==> config.mk <==
export PLATFORM = sky130hd
export DESIGN_NAME = gcd_by_prime_factor_intersection
export DESIGN_NICKNAME = d
export VERILOG_FILES = /design/src/design/gcd_pfi_pkg.sv /design/src/design/gcd_by_prime_factor_intersection.sv /design/src/design/gcd_pfi_ram.sv /design/src/design/gcd_pfi_div.sv
export SDC_FILE = /design/constraint.sdc
export NUM_CORES = 1
export LEC_CHECK = 0
export ABC_CLOCK_PERIOD_IN_PS = 5310
export BUFFER_PORTS_ARGS = -buffer_cell sky130_fd_sc_hd__buf_4
export CAP_MARGIN = 15
export CORE_UTILIZATION = 57
export CTS_CLUSTER_DIAMETER = 120
export DETAILED_ROUTE_END_ITERATION = 7
export PLACE_DENSITY = 0.81
export SLEW_MARGIN = 20
export SYNTH_ARGS = -nofsm -noshare
export SYNTH_HDL_FRONTEND = slang
export SYNTH_HIERARCHICAL = 1
export SYNTH_SLANG_ARGS = --single-unit
==> constraint.sdc <==
create_clock -name clk -period 5.31 [get_ports clk]
set_clock_uncertainty 0.05 [all_clocks]
set_input_delay 1.062 -clock clk [delete_from_list [all_inputs] [get_ports clk]]
set_output_delay 1.062 -clock clk [all_outputs]
set_load 0.01 [all_outputs]
==> src/design/gcd_pfi_pkg.sv <==
// ----------------------------------------------------------------------------
// gcd_pfi_pkg
// Shared widths, types and state codes for the prime factor gcd block.
// ----------------------------------------------------------------------------
package gcd_pfi_pkg;

  localparam int OPW       = 16;
  localparam int MAXF      = 16;
  localparam int IDXW      = $clog2(MAXF);
  localparam int CNTW      = $clog2(MAXF + 1);
  localparam int SHW       = 5;

  typedef enum logic [3:0] {
    ST_IDLE,
    ST_FAC_START,
    ST_FAC_DIV,
    ST_FAC_WAIT,
    ST_ISECT_A,
    ST_ISECT_B,
    ST_ISECT_CMP,
    ST_MUL,
    ST_OUT
  } gcd_pfi_state_t;

  // request and reply between sequencer and divider
  typedef struct packed {
    logic           start;
    logic [OPW-1:0] dividend;
    logic [OPW-1:0] divisor;
  } gcd_pfi_div_req_t;

  typedef struct packed {
    logic           done;
    logic [OPW-1:0] quot;
    logic           zero_rem;
  } gcd_pfi_div_rsp_t;

endpackage

==> src/design/gcd_by_prime_factor_intersection.sv <==
// ----------------------------------------------------------------------------
// gcd_by_prime_factor_intersection
// Gcd of two nonzero operands from the intersection of their prime factor lists.
// ----------------------------------------------------------------------------
//  channel | dir | tdata fields (low bit up)              | tuser/tlast
//  in_     | in  | value_a[15:0], value_b[31:16]          | none
//  out_    | out | common_divisor[15:0], count[20:16]     | none
//
// One word at a time. Each trial division runs a check, a start, 16
// divider steps and a result, so the run time of an operand grows with
// its largest prime factor; the intersection then compares both lists.
// Factor lists live in two RAMs with registered read.
// Reset returns to idle; in_tready is high only in idle. The result is held
// until out_tready takes it.
module gcd_by_prime_factor_intersection
  import gcd_pfi_pkg::*;
(
  input  logic        clk,
  input  logic        rst_n,
  input  logic        in_tvalid,
  output logic        in_tready,
  input  logic [31:0] in_tdata,   // value_a, value_b
  output logic        out_tvalid,
  input  logic        out_tready,
  output logic [23:0] out_tdata   // common_divisor, shared_factor_count, pad
);

  gcd_pfi_state_t   state_r, state_nxt;
  gcd_pfi_div_req_t dreq;
  gcd_pfi_div_rsp_t drsp;

  logic [OPW-1:0]  vb_r;
  logic [OPW-1:0]  v_r, v_nxt;
  logic [OPW-1:0]  d_r, d_nxt;
  logic            side_r, side_nxt;
  logic [CNTW-1:0] cnta_r, cnta_nxt, cntb_r, cntb_nxt;
  logic [IDXW-1:0] i_r, i_nxt, j_r, j_nxt;
  logic [MAXF-1:0] clm_r, clm_nxt;
  logic [OPW-1:0]  prod_r, prod_nxt;
  logic [SHW-1:0]  sh_r, sh_nxt;
  logic [OPW-1:0]  fa_r, fa_nxt;
  logic [2*OPW-1:0] mul;

  logic            we_a, we_b;
  logic [IDXW-1:0] waddr, raddr_b;
  logic [OPW-1:0]  rdata_a, rdata_b;
  logic [CNTW-1:0] cur_cnt;

  gcd_pfi_ram #(.WIDTH(OPW), .DEPTH(MAXF)) u_ram_a (
    .clk(clk), .we(we_a), .waddr(waddr), .wdata(d_r),
    .raddr(i_r), .rdata(rdata_a)
  );
  gcd_pfi_ram #(.WIDTH(OPW), .DEPTH(MAXF)) u_ram_b (
    .clk(clk), .we(we_b), .waddr(waddr), .wdata(d_r),
    .raddr(raddr_b), .rdata(rdata_b)
  );
  gcd_pfi_div u_div (.clk(clk), .rst_n(rst_n), .req(dreq), .rsp(drsp));

  assign cur_cnt = side_r ? cntb_r : cnta_r;
  assign waddr   = cur_cnt[IDXW-1:0];
  assign raddr_b = j_r;
  assign mul     = prod_r * fa_r;

  // next state
  always_comb begin
    state_nxt = state_r;
    case (state_r)
      ST_IDLE:      if (in_tvalid) state_nxt = ST_FAC_START;
      ST_FAC_START: begin
        if (v_r > OPW'(1)) state_nxt = ST_FAC_DIV;
        else if (side_r)   state_nxt = ST_ISECT_A;
      end
      ST_FAC_DIV:   state_nxt = ST_FAC_WAIT;
      ST_FAC_WAIT:  if (drsp.done) state_nxt = ST_FAC_START;
      ST_ISECT_A: begin
        if (cnta_r == '0 || cntb_r == '0) state_nxt = ST_OUT;
        else state_nxt = ST_ISECT_B;
      end
      ST_ISECT_B:   state_nxt = ST_ISECT_CMP;
      ST_ISECT_CMP: begin
        if (!clm_r[j_r] && rdata_b == fa_r) state_nxt = ST_MUL;
        else if ({1'b0, j_r} == CNTW'(cntb_r - 1'b1)) begin
          if ({1'b0, i_r} == CNTW'(cnta_r - 1'b1)) state_nxt = ST_OUT;
          else state_nxt = ST_ISECT_A;
        end else state_nxt = ST_ISECT_B;
      end
      ST_MUL: begin
        if ({1'b0, i_r} == CNTW'(cnta_r - 1'b1)) state_nxt = ST_OUT;
        else state_nxt = ST_ISECT_A;
      end
      ST_OUT:       if (out_tready) state_nxt = ST_IDLE;
      default:      state_nxt = ST_IDLE;
    endcase
  end

  // datapath and outputs
  always_comb begin
    v_nxt    = v_r;
    d_nxt    = d_r;
    side_nxt = side_r;
    cnta_nxt = cnta_r;
    cntb_nxt = cntb_r;
    i_nxt    = i_r;
    j_nxt    = j_r;
    clm_nxt  = clm_r;
    prod_nxt = prod_r;
    sh_nxt   = sh_r;
    fa_nxt   = fa_r;
    we_a     = 1'b0;
    we_b     = 1'b0;
    dreq     = '{start: 1'b0, dividend: v_r, divisor: d_r};
    in_tready  = (state_r == ST_IDLE);
    out_tvalid = (state_r == ST_OUT);
    case (state_r)
      ST_IDLE: begin
        if (in_tvalid) begin
          v_nxt    = in_tdata[OPW-1:0];
          d_nxt    = OPW'(2);
          side_nxt = 1'b0;
          cnta_nxt = '0;
          cntb_nxt = '0;
          prod_nxt = OPW'(1);
          sh_nxt   = '0;
          i_nxt    = '0;
          j_nxt    = '0;
          clm_nxt  = '0;
        end
      end
      ST_FAC_START: begin
        if (v_r <= OPW'(1) && !side_r) begin
          side_nxt = 1'b1;
          v_nxt    = vb_r;
          d_nxt    = OPW'(2);
        end
      end
      ST_FAC_DIV: dreq.start = 1'b1;
      ST_FAC_WAIT: begin
        if (drsp.done) begin
          if (drsp.zero_rem) begin
            v_nxt = drsp.quot;
            if (cur_cnt < CNTW'(MAXF)) begin
              we_a = !side_r;
              we_b = side_r;
              if (side_r) cntb_nxt = cntb_r + 1'b1;
              else        cnta_nxt = cnta_r + 1'b1;
            end
          end else begin
            d_nxt = d_r + 1'b1;
          end
        end
      end
      ST_ISECT_A: j_nxt = '0;
      ST_ISECT_B: fa_nxt = rdata_a;
      ST_ISECT_CMP: begin
        if (!clm_r[j_r] && rdata_b == fa_r) begin
          clm_nxt[j_r] = 1'b1;
          sh_nxt       = sh_r + 1'b1;
        end else if ({1'b0, j_r} == CNTW'(cntb_r - 1'b1)) begin
          i_nxt = i_r + 1'b1;
        end else begin
          j_nxt = j_r + 1'b1;
        end
      end
      ST_MUL: begin
        prod_nxt = mul[OPW-1:0];
        i_nxt    = i_r + 1'b1;
      end
      default: ;
    endcase
  end

  always_ff @(posedge clk) begin
    if (!rst_n) begin
      state_r <= ST_IDLE;
    end else begin
      state_r <= state_nxt;
    end
    if (state_r == ST_IDLE && in_tvalid) begin
      vb_r <= in_tdata[2*OPW-1:OPW];
    end
    v_r    <= v_nxt;
    d_r    <= d_nxt;
    side_r <= side_nxt;
    cnta_r <= cnta_nxt;
    cntb_r <= cntb_nxt;
    i_r    <= i_nxt;
    j_r    <= j_nxt;
    clm_r  <= clm_nxt;
    prod_r <= prod_nxt;
    sh_r   <= sh_nxt;
    fa_r   <= fa_nxt;
  end

  // result word
  assign out_tdata = {3'b000, sh_r, prod_r};

endmodule

==> src/design/gcd_pfi_ram.sv <==
// ----------------------------------------------------------------------------
// gcd_pfi_ram
// Generic single-port write, single-port read RAM with registered read.
// ----------------------------------------------------------------------------
module gcd_pfi_ram #(
  parameter int WIDTH = 16,
  parameter int DEPTH = 16
) (
  input  logic                     clk,
  input  logic                     we,
  input  logic [$clog2(DEPTH)-1:0] waddr,
  input  logic [WIDTH-1:0]         wdata,
  input  logic [$clog2(DEPTH)-1:0] raddr,
  output logic [WIDTH-1:0]         rdata
);

  logic [WIDTH-1:0] mem [DEPTH];

  // write port and registered read
  always_ff @(posedge clk) begin
    if (we) begin
      mem[waddr] <= wdata;
    end
    rdata <= mem[raddr];
  end

endmodule

==> src/design/gcd_pfi_div.sv <==
// ----------------------------------------------------------------------------
// gcd_pfi_div
// Restoring divider, one quotient bit per cycle.
// ----------------------------------------------------------------------------
module gcd_pfi_div
  import gcd_pfi_pkg::*;
(
  input  logic             clk,
  input  logic             rst_n,
  input  gcd_pfi_div_req_t req,
  output gcd_pfi_div_rsp_t rsp
);

  localparam int BW = $clog2(OPW + 1);

  logic [OPW-1:0] rem_r, rem_nxt;
  logic [OPW-1:0] quo_r, quo_nxt;
  logic [OPW-1:0] dvs_r, dvs_nxt;
  logic [BW-1:0]  cnt_r, cnt_nxt;
  logic           busy_r, busy_nxt;
  logic           done_r, done_nxt;
  logic [OPW:0]   trial;
  logic [OPW:0]   shifted;

  // one restoring step per cycle
  always_comb begin
    rem_nxt  = rem_r;
    quo_nxt  = quo_r;
    dvs_nxt  = dvs_r;
    cnt_nxt  = cnt_r;
    busy_nxt = busy_r;
    done_nxt = 1'b0;
    shifted  = {rem_r, quo_r[OPW-1]};
    trial    = shifted - {1'b0, dvs_r};
    if (req.start) begin
      rem_nxt  = '0;
      quo_nxt  = req.dividend;
      dvs_nxt  = req.divisor;
      cnt_nxt  = BW'(OPW);
      busy_nxt = 1'b1;
    end else if (busy_r) begin
      if (trial[OPW]) begin
        rem_nxt = shifted[OPW-1:0];
        quo_nxt = {quo_r[OPW-2:0], 1'b0};
      end else begin
        rem_nxt = trial[OPW-1:0];
        quo_nxt = {quo_r[OPW-2:0], 1'b1};
      end
      cnt_nxt = cnt_r - 1'b1;
      if (cnt_r == BW'(1)) begin
        busy_nxt = 1'b0;
        done_nxt = 1'b1;
      end
    end
  end

  always_ff @(posedge clk) begin
    if (!rst_n) begin
      busy_r <= 1'b0;
      done_r <= 1'b0;
      cnt_r  <= '0;
    end else begin
      busy_r <= busy_nxt;
      done_r <= done_nxt;
      cnt_r  <= cnt_nxt;
    end
    rem_r <= rem_nxt;
    quo_r <= quo_nxt;
    dvs_r <= dvs_nxt;
  end

  assign rsp.done     = done_r;
  assign rsp.quot     = quo_r;
  assign rsp.zero_rem = (rem_r == '0);

endmodule

Word-level counts from Yosys, hierarchy flattened. Memory sizes are Yosys's and may differ from the RTL's. A register that Yosys moved wholly into a read port is not among the register bits. Index checks and enable logic that the tools add are counted.

Output and inout port bits: 26. ROM bits: 0. Bits of input ports: 36. Logic and storage cells: 174. Latch bits: 0. Bits in writable memories: 512. Bits in registers: 179. Memories: 2.

$add $sub $neg: 10. $lt $le $gt $ge: 5. Reductions and logical operators: 31. Equality and inequality tests: 26. Multiply operators: 1. Shifts and indexed selects: 0. Multiplexer cells: 76. Div/mod/pow operators: 0. Bitwise gates (word level): 3.

Memories: u_ram_a.mem (words 16, bits a word 16, rd ports 1, clocked after memory_dff 1, wr ports 1, line gcd_pfi_ram.sv:17) `logic [WIDTH-1:0] mem [DEPTH];`; u_ram_b.mem (words 16, bits a word 16, rd ports 1, clocked after memory_dff 1, wr ports 1, line gcd_pfi_ram.sv:17).

Operators with widths (count): 2-to-1 mux 16 bit (14); case mux 16 bit (3 select lines) (2); 2-to-1 mux 5 bit (13); case mux 16 bit (2 select lines) (2); 2-to-1 mux 4 bit (14); case mux 4 bit (9 select lines) (1); case mux 5 bit (2 select lines) (3); case mux 4 bit (3 select lines) (2); 2-to-1 mux 1 bit (22); != test 2 bit (second input constant) (11); subtractor 17 x 16 -> 17 bit (1); adder 16 x 1 -> 16 bit (second input constant) (1); equality test 16 bit (1); equality test 4 x 3 -> 1 bit (second input constant) (4); greater-than comparator 16 x 1 -> 1 bit (second input constant) (1); <= comparator 16 x 1 -> 1 bit (second input constant) (1); zero test 16 bit (1); multiplier 16 x 16 -> 16 bit (1); OR 16 bit (1); adder 5 x 1 -> 5 bit (second input constant) (3); subtractor 5 x 1 -> 5 bit (second input constant) (3); AND reduction 4 bit (3); AND reduction 6 bit (2); equality test 4 x 5 -> 1 bit (2); 26 further kinds (43).

Logic depth before layout (Yosys ltp).
Word-level depth: 8. Depth in mapped cells: 21. Gate-level depth less buffers: 20.

Modules after synthesis. Netlist, hierarchy kept.

By module, submodules not included: gcd_by_prime_factor_intersection (cells each 989, seq. area each 3683.5 um^2, instances 1, area each 10083.4 um^2); gcd_pfi_ram at u_ram_a (cells each 432, seq. area each 8007.7 um^2, instances 1, area each 10043.4 um^2); gcd_pfi_ram at u_ram_b (cells each 432, seq. area each 8007.7 um^2, instances 1, area each 10042.1 um^2); gcd_pfi_div (cells each 279, seq. area each 1421.4 um^2, instances 1, area each 3011.6 um^2).

Worst setup path before layout. OpenSTA, ideal clock, no wires.

Path kind: reg2reg. Start: register prod_r[5]. End: register prod_r[14] (data pin). Cell stages (with the launch flop): 22. Clock period less this slack: 5.644 ns. Arrival time: 5.328 ns. Setup time: 0.266 ns. Slack: -0.334 ns. Data required time: 4.994 ns. Buffers on the path: 1. Cell sequence: edfxtp_1 clkbuf_1 and2_1 fa_1 inv_1 fa_1 inv_1 fa_1 inv_1 fa_1 inv_1 fa_1 inv_1 fa_1 inv_1 ha_1 and2_1 a31oi_1 o31ai_1 o41ai_1 xor2_1 nor2_1.

Word-level cells in the longest chain between the ends: 2.

Ends and longest elaborated chain: start: declaration (line gcd_by_prime_factor_intersection.sv:39) `logic [OPW-1:0] prod_r, prod_nxt;`; start signal: assignment (line gcd_by_prime_factor_intersection.sv:189) `prod_r <= prod_nxt;`; multiplier 16 x 16 -> 16 bit (line gcd_by_prime_factor_intersection.sv:62) `assign mul = prod_r * fa_r;`; case mux 16 bit (2 select lines) (line gcd_by_prime_factor_intersection.sv:114) `case (state_r)`.

Every way passes these cells. A chain may end at the register's enable or synchronous reset.

Worst setup path in the final report.
Start: register fa_r[6]. End: register prod_r[14] (data pin).

Word-level cells in the longest chain between the ends: 2.

Ends and longest elaborated chain: start: declaration (line gcd_by_prime_factor_intersection.sv:41) `logic [OPW-1:0] fa_r, fa_nxt;`; start signal: assignment (line gcd_by_prime_factor_intersection.sv:191) `fa_r <= fa_nxt;`; multiplier 16 x 16 -> 16 bit (line gcd_by_prime_factor_intersection.sv:62); case mux 16 bit (2 select lines) (line gcd_by_prime_factor_intersection.sv:114).

Every way passes these cells.

==> summary.md <==
| Metric | Value |
|---|---|
| Initial DRC Count | 2272 |
| Clock-pin slew on the worst setup and hold paths | 0.06 ns |
| WP data required | 5.61 ns |
| Via/cell ratio | 6.11 |
| Slew Viols, Final | 0 |
| Startpoint Class | flop |
| Slowest stage delay, CP | 0.53 ns |
| Final worst slack | -0.00156 ns |
| Dpl cells | 2973 |
| Worst-Margin Slew | 1.12 ns |
| Synthesized netlist cell count | 2132 |
| CTS tree | yes |
| Crit. End Element | flop |
| TritonCTS Sinks | 723 |
| Total design power | 21.0 mW |
| First-pass GRT wire length | 118000 um |
| CP max-delay cell | fa_1 |
| Largest regs | u_ram_a/mem: 256 flops, u_ram_b/mem: 256 flops |
| RR Endpoint | prod_r[14] |
| Starting density of the core | 57.6% |
| GP Congestion | 0.933 |
| Synth Flop Type | edfxtp_1 |
| R2R Path Start | fa_r[6] |
| WS Path Type | flop to flop |
| Hold Buf Count CTS | 0 |
| Yosys top cell by area | edfxtp_1 |
| Setup violations, final | 1 |
| Number of distinct library cells after synthesis | 71 |
| Gr ovfl total | 0 |
| Share of the synthesized area in the top cell type | 60.1% |
| CTS buffer count | 72 |
| HP Class | flop to flop |
| RSZ-0062 raised after global routing | yes |
| Pwr/cell area | 556 nW/um^2 |
| Clk buf depth | 3 |
| Met1 Use GR | 35.9% |
| Routed wire per std cell | 24.6 um |
| Yosys reg bits | 723 |
| Critical Path, Cell by Cell | and2_4 > fa_1 > inv_1 > fa_1 > inv_1 > fa_1 > inv_1 > fa_1 > inv_1 > fa_1 > inv_1 > fa_1 > inv_2 > ha_4 > and2_4 > a31oi_4 > o31ai_2 > o41ai_2 > xor2_1 > nor2_1 |
| GRT Max-Usage Layer | met2 |
| Core Area | 57600 um^2 |
| Non-filler cells, final | 3111 |
| CTS H-Tree Depth | 3 |
| N_diodes | 0 |
| Skew-Pair Late Insertion Delay | 0.61 ns |
| Root buf cell | clkbuf_16 |
| Post-DP HPWL | 46600 um |
| Flop2flop setup slack | -0.002 ns |
| Clock share of power | 24.5% |
| Syn-to-layout area delta | 13.5% |
| Vias | 19000 |
| Via count of the first global-routing pass | 19600 |
| Total track usage | 26.4% |
| Most frequent CP cell | fa_1 |
| Share of layout cells above drive strength 1 | 20.2% |
| Period minus WS final | 5.31 ns |
| Max-Cap Viols | 0 |
| Crit path max fanout | 5 |
| Rel. slew slack | 24.5% |
| Switching Power | 7.20 mW |
| Hold depth | 0 |
| Achievable Freq | 0.188 GHz |
| Hold Fails Final Rpt | 0 |
| PortBufs | 58 |
| Antenna violations before repair | 0 |
| Total Wirelength | 76500 um |
| Die Wd | 243 um |
| P_int | 13.8 mW |
| Leakage | 13.6 nW |
| Synth warn | 6 |
| Status | finished, violations left |
| Peak VDD IR | 1570 uV |
| Post-synth ARST share | 0% |
| Chip height | 243 um |
| Cell area after layout | 37700 um^2 |
| Drt pass-1 iters | 5 |
| Crit path DAT | 5.61 ns |
| Final net count | 2486 |
| Met2 usage | 43.9% |
| Failing checks | negative setup slack |
| Final worst-path cycle share | 100% |
| Comb pwr share | 39.8% |
| Reg2Reg Depth | 20 |
| HP Start | u_ram_a/rdata[0] |
| Die area | 59200 um^2 |
| Core Util, Final | 65.4% |
| Drt drc | 0 |
| Floorplan row count | 88 |
| Synth top area cells | edfxtp_1 60%, mux4_2 7.5%, fa_1 4.9% |
| Hold Path End | fa_r[0] |
| Reg power frac | 35.7% |
| Synth Cell Area | 33200 um^2 |
| GRT met3 Usage | 4.25% |
| Largest net degree at the start of global routing | 70 |
| Mapped Avg Cell Area | 15.6 um^2 |
| Dpl cell area | 35000 um^2 |
| Sw Ratio | 34.4% |
| DRT antenna net count | 0 |
| Top Ports | 62 |
| Register area share after synthesis | 63.7% |
| Number of synthesized flops with an enable pin | 664 |
==> stage by stage <==
step | hold WS, ns | worst slack [ns] | TNS (ns)
after floorplan | 0.336 | -0.0593 | -0.0593
after global placement | 0.345 | -0.0629 | -0.0629
after detailed placement | 0.339 | -0.136 | -0.374
after CTS | 0.353 | -0.0136 | -0.0136
after global routing | 0.356 | -0.198 | -0.638
final | 0.353 | -0.00156 | -0.00156
==> power groups by stage <==
stage | Sequential, mW | Combinational [mW] | Clock (mW)
6_report | 7.49 | 8.33 | 5.13
5_1_grt | 7.53 | 9.12 | 5.42
4_1_cts | 7.51 | 7.65 | 5.21
3_5_place_dp | 7.61 | 7.44 | 0
3_3_place_gp | 7.59 | 7.06 | 0
2_1_floorplan | 7.52 | 5.32 | 0
==> cell type report <==
class,instances,area (um^2)
clock inverters,44,457
inverters,148,556
fillers,3714,19900
flip-flops and latches,723,21100
multi-input cells,1164,11200
repair buffers,180,1460
clock buffers,87,1910
well taps,765,957
==> synth_stat cells, types with 4 or more instances <==
cell / number
nand4_1: 8
mux4_2: 110
nand2_1: 149
o21ai_0: 27
a22oi_1: 64
nor2b_1: 9
mux2i_1: 25
nand3b_1: 7
fa_1: 81
nor4_1: 14
and2_1: 75
o31ai_1: 4
inv_1: 148
a21o_1: 7
xnor2_1: 54
a21oi_1: 61
buf_4: 11
or2_2: 6
and3_1: 13
mux2_2: 18
xor2_1: 53
nor2_1: 142
mux4_1: 23
dfxtp_1: 59
a211oi_1: 12
buf_1: 11
nand3_1: 23
buf_6: 11
a31oi_1: 8
nor3_1: 20
ha_1: 80
edfxtp_1: 664
nand2b_1: 18
clkbuf_1: 57
buf_2: 7
==> timing repair <==
item | CTS | global route
hold endpoints to repair | 0 | 0
buffers inserted | 2 | 2
resized for setup | 9 | 20
setup endpoints to repair | 4 | 5
pin swaps | 7 | 13
==> how the worst max path moves through the flow <==
stage / from / endpoint / slack [ns]
floorplan: prod_r[5] / prod_r[14] / -0.06
detailed placement: fa_r[6] / prod_r[15] / -0.14
CTS: fa_r[5] / prod_r[15] / -0.01
finish: fa_r[6] / prod_r[14] / -0.002
global placement: fa_r[6] / prod_r[14] / -0.06
global route: fa_r[6] / prod_r[14] / -0.20
==> routing by layer <==
| layer | vias up | share of wire [%] |
|---|---|---|
| met5 | - | 0 |
| met4 | 0 | 2.6 |
| met3 | 131 | 8.0 |
| met2 | 970 | 50 |
| met1 | 9669 | 39 |
| li1 | 8252 | - |
==> cell families after synthesis <==
kind of cell,synth area share (%)
adders and majority gates,7.90
xor gates and xnor gates,2.89
other,0.0113
muxes,10.7
and+or+nand+nor,7.20
DFF,63.7
AOI/OAI and AO/OA,4.43
buffers and inverters,3.26
==> critical path, delay by kind of cell (launching register included) <==
family          cells  cell delay [ns]
fa+ha+maj           7             3.18
compound gates      3             0.54
flops               1             0.41
simple gates        3             0.40
buf+inv             6             0.31
xor+xnor            1             0.17
==> placed cells by master (no fill, tap or decap), drive strengths merged, types with 28 or more instances in the layout <==
cell type,instances
xnor2,54
inv,156
ha,80
nand2,149
dfxtp,59
nor2,143
o21ai,28
and2,75
edfxtp,664
mux4,133
buf,180
clkbuf,87
fa,81
a22oi,64
a21oi,62
xor2,53
(Power assumes the default switching activity.)
